==> config.mk <==
export PLATFORM = sky130hd
export DESIGN_NAME = dhcp_option_field_finder
export DESIGN_NICKNAME = d
export VERILOG_FILES = /design/src/sv/dofs_pkg.sv /design/src/sv/dofs_csr.sv /design/src/sv/dofs_parser.sv /design/src/sv/dhcp_option_field_finder.sv
export VERILOG_INCLUDE_DIRS = /design/src /design/src/sv
export SDC_FILE = /design/constraint.sdc
export NUM_CORES = 1
export LEC_CHECK = 0
export BUFFER_PORTS_ARGS = -buffer_cell sky130_fd_sc_hd__buf_2
export CAP_MARGIN = 20
export CELL_PAD_IN_SITES_DETAIL_PLACEMENT = 1
export CELL_PAD_IN_SITES_GLOBAL_PLACEMENT = 2
export CORE_MARGIN = 2
export CORE_UTILIZATION = 40
export CTS_BUF_LIST = sky130_fd_sc_hd__clkbuf_2
export DETAILED_ROUTE_END_ITERATION = 8
export PLACE_DENSITY = 0.86
export SYNTH_ARGS = -nofsm -noshare
export SYNTH_HDL_FRONTEND = slang
export SYNTH_SLANG_ARGS = --single-unit
==> constraint.sdc <==
create_clock -name clock -period 7.45 [get_ports clock]
set_input_delay 0.745 -clock clock [delete_from_list [all_inputs] [get_ports clock]]
set_output_delay 0.745 -clock clock [all_outputs]
set_load 0.02 [all_outputs]
==> src/sv/assert_macros.svh <==
// Assertion helpers shared by the RTL files.
// Each macro checks on the rising clock edge and is disabled during reset.
`ifndef ASSERT_MACROS_SVH
`define ASSERT_MACROS_SVH
`ifndef ASSERT_OFF
// Property must hold at every clock edge outside reset.
`define ASSERT_CLK(label, clk, rst, prop, msg) \
   label: assert property (@(posedge clk) disable iff (rst) (prop)) else $error(msg);
// Condition must never be true at a clock edge outside reset.
`define ASSERT_NEVER(label, clk, rst, cond, msg) \
   label: assert property (@(posedge clk) disable iff (rst) !(cond)) else $error(msg);
`else
`define ASSERT_CLK(label, clk, rst, prop, msg)
`define ASSERT_NEVER(label, clk, rst, cond, msg)
`endif
`endif

==> src/sv/dofs_pkg.sv <==
package dofs_pkg;

   // Options area bounds
   localparam int unsigned OPTIONS_MAX_BYTES = 312;
   localparam int unsigned COOKIE_BYTES      = 4;
   localparam int unsigned INDEX_W           = 10;
   localparam int unsigned LIMIT_W           = INDEX_W + 1;
   localparam logic [INDEX_W-1:0] INDEX_MAX  = '1;
   localparam logic [1:0] COOKIE_LAST_INDEX  = 2'(COOKIE_BYTES - 1);
   localparam logic [LIMIT_W-1:0] CODE_LIMIT = LIMIT_W'(OPTIONS_MAX_BYTES);

   // Magic cookie, first byte first
   localparam logic [7:0] COOKIE_MAGIC [COOKIE_BYTES] = '{8'd99, 8'd130, 8'd83, 8'd99};

   // Most value bytes the result can hold
   localparam logic [2:0] VALUE_BYTES_MAX = 3'd4;

   // Configuration register indexes
   localparam logic [1:0] CSR_TARGET_CODE = 2'd0;
   localparam logic [1:0] CSR_TARGET_LEN  = 2'd1;

   // Register reset values
   localparam logic [7:0] TARGET_CODE_RESET = 8'd53;
   localparam logic [2:0] TARGET_LEN_RESET  = 3'd1;

   typedef struct packed {
      logic [7:0] data_byte;
      logic       last;
   } req_type;

   typedef struct packed {
      logic        cookie_ok;
      logic        found;
      logic [31:0] value;
   } rsp_type;

   typedef struct packed {
      logic [7:0] target_code;
      logic [2:0] target_len;
   } cfg_type;

endpackage

==> src/sv/dofs_csr.sv <==
module dofs_csr
   import dofs_pkg::*;
(
   input  logic       clock,
   input  logic       reset,
   input  logic       csr_valid,
   output logic       csr_ready,
   input  logic [1:0] csr_index,
   input  logic [7:0] csr_data,
   output cfg_type    cfg
);

   logic [7:0] target_code_ff;
   logic [2:0] target_len_ff;

   // Writes are always taken
   assign csr_ready = 1'b1;

   // Register file; unknown indexes are dropped
   always_ff @(posedge clock) begin
      if (reset) begin
         target_code_ff <= TARGET_CODE_RESET;
         target_len_ff  <= TARGET_LEN_RESET;
      end else if (csr_valid) begin
         case (csr_index)
            CSR_TARGET_CODE: target_code_ff <= csr_data;
            CSR_TARGET_LEN:  target_len_ff  <= csr_data[2:0];
            default: ;
         endcase
      end
   end

   assign cfg.target_code = target_code_ff;
   assign cfg.target_len  = target_len_ff;

endmodule

==> src/sv/dofs_parser.sv <==
`include "assert_macros.svh"

module dofs_parser
   import dofs_pkg::*;
(
   input  logic    clock,
   input  logic    reset,
   input  logic    req_accept,
   input  req_type req,
   input  cfg_type cfg,
   output rsp_type rsp_in
);

   typedef enum logic [2:0] {
      PH_COOKIE,
      PH_CODE,
      PH_LEN,
      PH_SKIP,
      PH_CAPTURE,
      PH_DONE
   } phase_type;

   phase_type          phase_ff, phase_in;
   logic [INDEX_W-1:0] byte_index_ff, byte_index_in;
   logic [7:0]         skip_left_ff, skip_left_in;
   logic [2:0]         capture_left_ff, capture_left_in;
   logic [7:0]         held_code_ff, held_code_in;
   logic [31:0]        value_acc_ff, value_acc_in;
   logic               cookie_good_ff, cookie_good_in;
   logic               hit_ff, hit_in;

   logic [2:0]         cap_total;
   logic [1:0]         cap_pos;
   logic               code_past_limit;
   phase_type          code_phase;

   // Value bytes captured on a match
   assign cap_total = (cfg.target_len > VALUE_BYTES_MAX) ? VALUE_BYTES_MAX : cfg.target_len;
   assign cap_pos   = 2'(cap_total - capture_left_ff);

   // Code byte handling, shared by the code phase and the pad-then-code case
   assign code_past_limit = ({1'b0, byte_index_ff} + LIMIT_W'(cfg.target_len)) >= CODE_LIMIT;

   always_comb begin
      if (code_past_limit) begin
         code_phase = PH_DONE;
      end else if (req.data_byte != 8'd0 || cfg.target_code == 8'd0) begin
         code_phase = PH_LEN;
      end else begin
         code_phase = PH_CODE;
      end
   end

   // Next state for the byte at the input
   always_comb begin
      phase_in        = phase_ff;
      skip_left_in    = skip_left_ff;
      capture_left_in = capture_left_ff;
      held_code_in    = held_code_ff;
      value_acc_in    = value_acc_ff;
      cookie_good_in  = cookie_good_ff;
      hit_in          = hit_ff;

      case (phase_ff)
         PH_COOKIE: begin
            if (req.data_byte != COOKIE_MAGIC[byte_index_ff[1:0]]) begin
               cookie_good_in = 1'b0;
               phase_in       = PH_DONE;
            end else if (byte_index_ff[1:0] == COOKIE_LAST_INDEX) begin
               phase_in = PH_CODE;
            end
         end
         PH_CODE: begin
            phase_in = code_phase;
            if (code_phase == PH_LEN) begin
               held_code_in = req.data_byte;
            end
         end
         PH_LEN: begin
            if (held_code_ff == cfg.target_code &&
                req.data_byte == {5'd0, cfg.target_len}) begin
               hit_in          = 1'b1;
               value_acc_in    = '0;
               capture_left_in = cap_total;
               phase_in        = (cap_total != 3'd0) ? PH_CAPTURE : PH_DONE;
            end else if (held_code_ff == 8'd0) begin
               // zero code was a pad; this byte is the next code
               phase_in = code_phase;
               if (code_phase == PH_LEN) begin
                  held_code_in = req.data_byte;
               end
            end else if (req.data_byte == 8'd0) begin
               phase_in = PH_CODE;
            end else begin
               skip_left_in = req.data_byte;
               phase_in     = PH_SKIP;
            end
         end
         PH_SKIP: begin
            skip_left_in = skip_left_ff - 8'd1;
            if (skip_left_ff == 8'd1) begin
               phase_in = PH_CODE;
            end
         end
         PH_CAPTURE: begin
            value_acc_in    = value_acc_ff | (32'(req.data_byte) << {cap_pos, 3'b000});
            capture_left_in = capture_left_ff - 3'd1;
            if (capture_left_ff == 3'd1) begin
               phase_in = PH_DONE;
            end
         end
         default: ;
      endcase

      byte_index_in = (byte_index_ff != INDEX_MAX) ? byte_index_ff + 1'b1 : byte_index_ff;

      // Result as seen after this byte
      rsp_in.cookie_ok = cookie_good_in && (phase_in != PH_COOKIE);
      rsp_in.found     = hit_in;
      rsp_in.value     = hit_in ? value_acc_in : '1;

      // Last byte starts a fresh area
      if (req.last) begin
         phase_in        = PH_COOKIE;
         byte_index_in   = '0;
         skip_left_in    = '0;
         capture_left_in = '0;
         held_code_in    = '0;
         value_acc_in    = '0;
         cookie_good_in  = 1'b1;
         hit_in          = 1'b0;
      end
   end

   // Parser state
   always_ff @(posedge clock) begin
      if (reset) begin
         phase_ff        <= PH_COOKIE;
         byte_index_ff   <= '0;
         skip_left_ff    <= '0;
         capture_left_ff <= '0;
         held_code_ff    <= '0;
         value_acc_ff    <= '0;
         cookie_good_ff  <= 1'b1;
         hit_ff          <= 1'b0;
      end else if (req_accept) begin
         phase_ff        <= phase_in;
         byte_index_ff   <= byte_index_in;
         skip_left_ff    <= skip_left_in;
         capture_left_ff <= capture_left_in;
         held_code_ff    <= held_code_in;
         value_acc_ff    <= value_acc_in;
         cookie_good_ff  <= cookie_good_in;
         hit_ff          <= hit_in;
      end
   end

   `ASSERT_NEVER(a_capture_nonzero, clock, reset, phase_ff == PH_CAPTURE && capture_left_ff == 3'd0, "capture phase with no bytes left")
   `ASSERT_NEVER(a_skip_nonzero, clock, reset, phase_ff == PH_SKIP && skip_left_ff == 8'd0, "skip phase with no bytes left")
   `ASSERT_CLK(a_hit_cookie, clock, reset, hit_ff |-> cookie_good_ff && phase_ff != PH_COOKIE, "match recorded without a good cookie")

endmodule

==> src/sv/dhcp_option_field_finder.sv <==
// Channel | Direction | Handshake           | Payload
// req     | in        | req_valid/req_ready | req_payload: data_byte, last
// rsp     | out       | rsp_valid/rsp_ready | rsp_payload: cookie_ok, found, value
// csr     | in        | csr_valid/csr_ready | csr_index, csr_data
//
// One byte is taken per cycle while req_ready is high; the parser state updates in the cycle it is taken.
// A result appears in the output register the cycle after its last byte is taken.
// req_ready drops only while a result sits in the output register and rsp_ready is low.
// Synchronous reset returns the parser to cookie check and the registers to 53 and 1.
// csr writes are always ready and take effect on the next byte.
`include "assert_macros.svh"

module dhcp_option_field_finder
   import dofs_pkg::*;
(
   input  logic       clock,
   input  logic       reset,
   input  logic       req_valid,
   output logic       req_ready,
   input  req_type    req_payload,
   output logic       rsp_valid,
   input  logic       rsp_ready,
   output rsp_type    rsp_payload,
   input  logic       csr_valid,
   output logic       csr_ready,
   input  logic [1:0] csr_index,
   input  logic [7:0] csr_data
);

   cfg_type cfg;
   rsp_type rsp_in;
   rsp_type rsp_ff;
   logic    rsp_valid_ff;
   logic    req_accept;

   dofs_csr u_csr (
      .clock     (clock),
      .reset     (reset),
      .csr_valid (csr_valid),
      .csr_ready (csr_ready),
      .csr_index (csr_index),
      .csr_data  (csr_data),
      .cfg       (cfg)
   );

   dofs_parser u_parser (
      .clock      (clock),
      .reset      (reset),
      .req_accept (req_accept),
      .req        (req_payload),
      .cfg        (cfg),
      .rsp_in     (rsp_in)
   );

   // Input flows while the output register is free or draining
   assign req_ready  = !rsp_valid_ff || rsp_ready;
   assign req_accept = req_valid && req_ready;

   // Output register
   always_ff @(posedge clock) begin
      if (reset) begin
         rsp_valid_ff <= 1'b0;
      end else if (req_accept && req_payload.last) begin
         rsp_valid_ff <= 1'b1;
      end else if (rsp_ready) begin
         rsp_valid_ff <= 1'b0;
      end
   end

   always_ff @(posedge clock) begin
      if (req_accept && req_payload.last) begin
         rsp_ff <= rsp_in;
      end
   end

   assign rsp_valid   = rsp_valid_ff;
   assign rsp_payload = rsp_ff;

   `ASSERT_CLK(a_last_gives_rsp, clock, reset, req_accept && req_payload.last |=> rsp_valid_ff, "last byte did not produce a result")
   `ASSERT_CLK(a_no_rsp_midarea, clock, reset, req_accept && !req_payload.last && !rsp_valid_ff |=> !rsp_valid_ff, "result without a last byte")
   `ASSERT_CLK(a_not_found_ones, clock, reset, rsp_valid_ff |-> rsp_ff.found || rsp_ff.value == 32'hFFFF_FFFF, "value not all ones when nothing found")
   `ASSERT_NEVER(a_no_overrun, clock, reset, req_accept && rsp_valid_ff && !rsp_ready, "byte taken while result is stalled")

endmodule
==> run summary <==
Total gr overflow -> 0
CTS root buf -> clkbuf_2
Pwr dens -> 176.5 mW/mm²
Max VDD drop -> 0.00006235 V
Crit Path Category -> flip-flop to flip-flop
Yosys warns -> 0
Count of flip-flops with a built-in enable after synthesis -> 34
Drt first pass iters -> 4
Area leader, netlist -> dfxtp_1
Critical path endpoint category -> flip-flop
Bufs on Longest Clock Path -> 2
Hold Path Origin -> csr_data[4]
Top post-synthesis cells by area -> dfxtp_1 29%, edfxtp_1 19%, nor2_1 5.8%
Cts repair resizes -> 0
Maximum fanout along the worst path -> 6
Fin crit share -> 0.3821
Final TNS setup -> 0 ns
Initial drt markers -> 278
Total power -> 1.060 mW
Least-Margin Pin Slew -> 1.060 ns
Max_cap viols -> 0
I/O pin cnt -> 61
Syn Inst Count -> 611
R2r endpoint -> rsp_payload[33]
Gp weighted congestion -> 0.8870
Reg clk slew, reported paths -> 0.31 ns
Seq/Total Area, Yosys -> 0.4720
Synth top cells by count -> 84 x nor2_1, 78 x dfxtp_1, 51 x a21oi_1, 49 x nand2_1, 42 x inv_1
Yosys top cell area share -> 0.2854
Most frequent cell after synthesis -> nor2_1
GRT Overall Usage -> 0.2127
Initial antenna violation count -> 1
Worst Skew -> 0.03316 ns
Ys flop type -> dfxtp_1
Worst slew margin -> 0.2878
Post-synthesis async set-or-reset flop share -> 0
# Post-CTS Setup Buffers -> 0
Die Area -> 0.01463 mm²
Post-DR vias/cell -> 5.458
Initial core utilization -> 0.4115
Clk_lat worst skew -> 0.65 ns
Synthesis-to-layout area growth -> 9.810%
Net count of the mapped netlist -> 647
Port Buffers -> 59
Final Max Slew Viols -> 0
Worst R2R Path Depth -> 9
CTS sink cnt -> 112
CP Launch Type -> flip-flop
Mapped Area -> 0.005471 mm²
Die width -> 121.0 µm
Sink of the worst hold path -> u_csr.target_code_ff[4]
Mean post-synth cell area -> 8.955 µm²
Fillers -> 1588
Number of global-route vias before repair -> 4703
Status -> finished, final reports clean
Hold Path Class -> primary input to flip-flop
Final number of setup-violating endpoints -> 0
# rows -> 42
DRT antenna net count -> 0
Share of cells above drive strength 1 -> 0.1507
Max Freq -> 351.3 MHz
RSZ-0062 raised after global routing -> false
Die Span Y -> 121.0 µm
Total wire length -> 14810 µm
Final Hold Viols -> 0
Hold Crit Depth -> 2
Number of synthesized register bits -> 112
Total number of vias -> 4552
CTS tree -> done
Post-DP HPWL -> 10390 µm
WP data arrival -> 3.29 ns
R2R Setup Slk -> 4.60 ns
RR Startpoint -> u_parser.byte_index_ff[0]
CP required -> 7.90 ns
Drc violations -> 0
H-tree level count -> 3
Global-route wire length before repair -> 24390 µm
CORE AREA -> 0.01330 mm²
Fin crit period -> 2.846 ns
Layout Nets -> 688
WL/cell -> 17.75 µm
Total CTS buffers -> 9
Lkg Pwr -> 1.902 nW
Hold_buf cts -> 0
Largest net degree at the start of global routing -> 36
Netlist cell types -> 62
final cells by class:
| cell class | instances | area (µm²) | area share |
|---|---|---|---|
| timing repair buffer | 64 | 332.8 | 0.05539 |
| antenna | 1 | 2.502 | 0.0004165 |
| sequential | 112 | 2582 | 0.4298 |
| inverter | 42 | 157.7 | 0.02624 |
| clock inverter | 6 | 67.56 | 0.01125 |
| multi-input combinational | 423 | 2595 | 0.4319 |
| tap | 176 | 220.2 | 0.03665 |
| clock buffer | 10 | 50.05 | 0.008330 |
sequential cells by signal, summed over array words and instances, names as in the netlist:
name / cells
rsp_payload: 34
rsp_valid: 1
u_csr.target_code_ff: 8
u_csr.target_len_ff: 3
u_parser.byte_index_ff: 10
u_parser.capture_left_ff: 3
u_parser.cookie_good_ff: 1
u_parser.held_code_ff: 8
u_parser.hit_ff: 1
u_parser.phase_ff: 3
u_parser.skip_left_ff: 8
u_parser.value_acc_ff: 32
per-stage QoR:
| stage | cell area [µm²] | std cells | utilization | setup slack [ns] | hold slack (ns) |
|---|---|---|---|---|---|
| 2_1_floorplan | 5472 | 611 | - | 4.773 | 0.4367 |
| 3_3_place_gp | 5888 | 817 | 0.4429 | 4.564 | 0.4470 |
| 3_5_place_dp | 5888 | 817 | 0.4429 | 4.486 | 0.4583 |
| 4_1_cts | 6006 | 833 | 0.4517 | 4.595 | 0.2493 |
| 5_1_grt | 6008 | 834 | 0.4519 | 4.416 | 0.2159 |
| 6_report | 6008 | 834 | 0.4519 | 4.604 | 0.2739 |
cell usage in the layout (no fill, tap or decap), types with 5 or more instances in the layout:
cell       n
buf_2     59
nand2b_1  10
a22o_1     8
or2_2      5
a21oi_1   51
clkbuf_2  10
inv_1     42
nor2_1    84
or3_1      7
dfxtp_1   78
a31oi_1   36
nand2_1   49
edfxtp_1  34
buf_4      5
mux2i_1   11
a211o_1    6
nor3_1    17
nor2b_1   10
nand4_1    6
xnor2_1   19
o21ai_0   14
a211oi_1   5
xor2_1     5
ha_1      11
worst max path at each step:
stage	from	end
after floorplan	rsp_ready	u_parser.phase_ff[2]
after global placement	req_payload[6]	u_parser.value_acc_ff[1]
after detailed placement	req_payload[6]	rsp_payload[33]
after CTS	u_parser.byte_index_ff[0]	rsp_payload[33]
after global routing	u_parser.byte_index_ff[0]	rsp_payload[33]
final	u_parser.byte_index_ff[0]	rsp_payload[33]
power by group:
part           switching (mW)  leakage [nW]  internal [mW]
sequential             0.0124         0.851          0.639
combinational          0.0781         0.980         0.0404
clock                   0.209        0.0706         0.0811
total                   0.299          1.90          0.761
metal layers:
| metal | up-vias | global-route usage | share of wire |
|---|---|---|---|
| li1 | 2227 | - | - |
| met1 | 2221 | 0.2706 | 0.46 |
| met2 | 84 | 0.3620 | 0.49 |
| met3 | 20 | 0.03430 | 0.032 |
| met4 | 0 | 0.07994 | 0.023 |
| met5 | - | 0 | 0 |
worst max-delay path: stages (launching register included):
cell	delay [ns]
dfxtp_1	0.44
ha_1	0.24
fa_1	0.39
a21oi_2	0.25
nor2_1	0.11
or3_1	0.33
a31o_1	0.25
or2_1	0.26
a22oi_1	0.25
a31oi_1	0.13
logic make-up after synthesis:
family                     Yosys count  synth area share
other                                1         0.0006854
and+or+nand+nor                    226            0.2063
muxes                               11           0.02012
AOI/OAI and AO/OA                  149            0.1791
adders and majority gates           12           0.02881
xor gates and xnor gates            24           0.03842
DFF                                112            0.4720
buffers and inverters               76           0.05465
No activity file was read; power rests on OpenSTA's default activity.
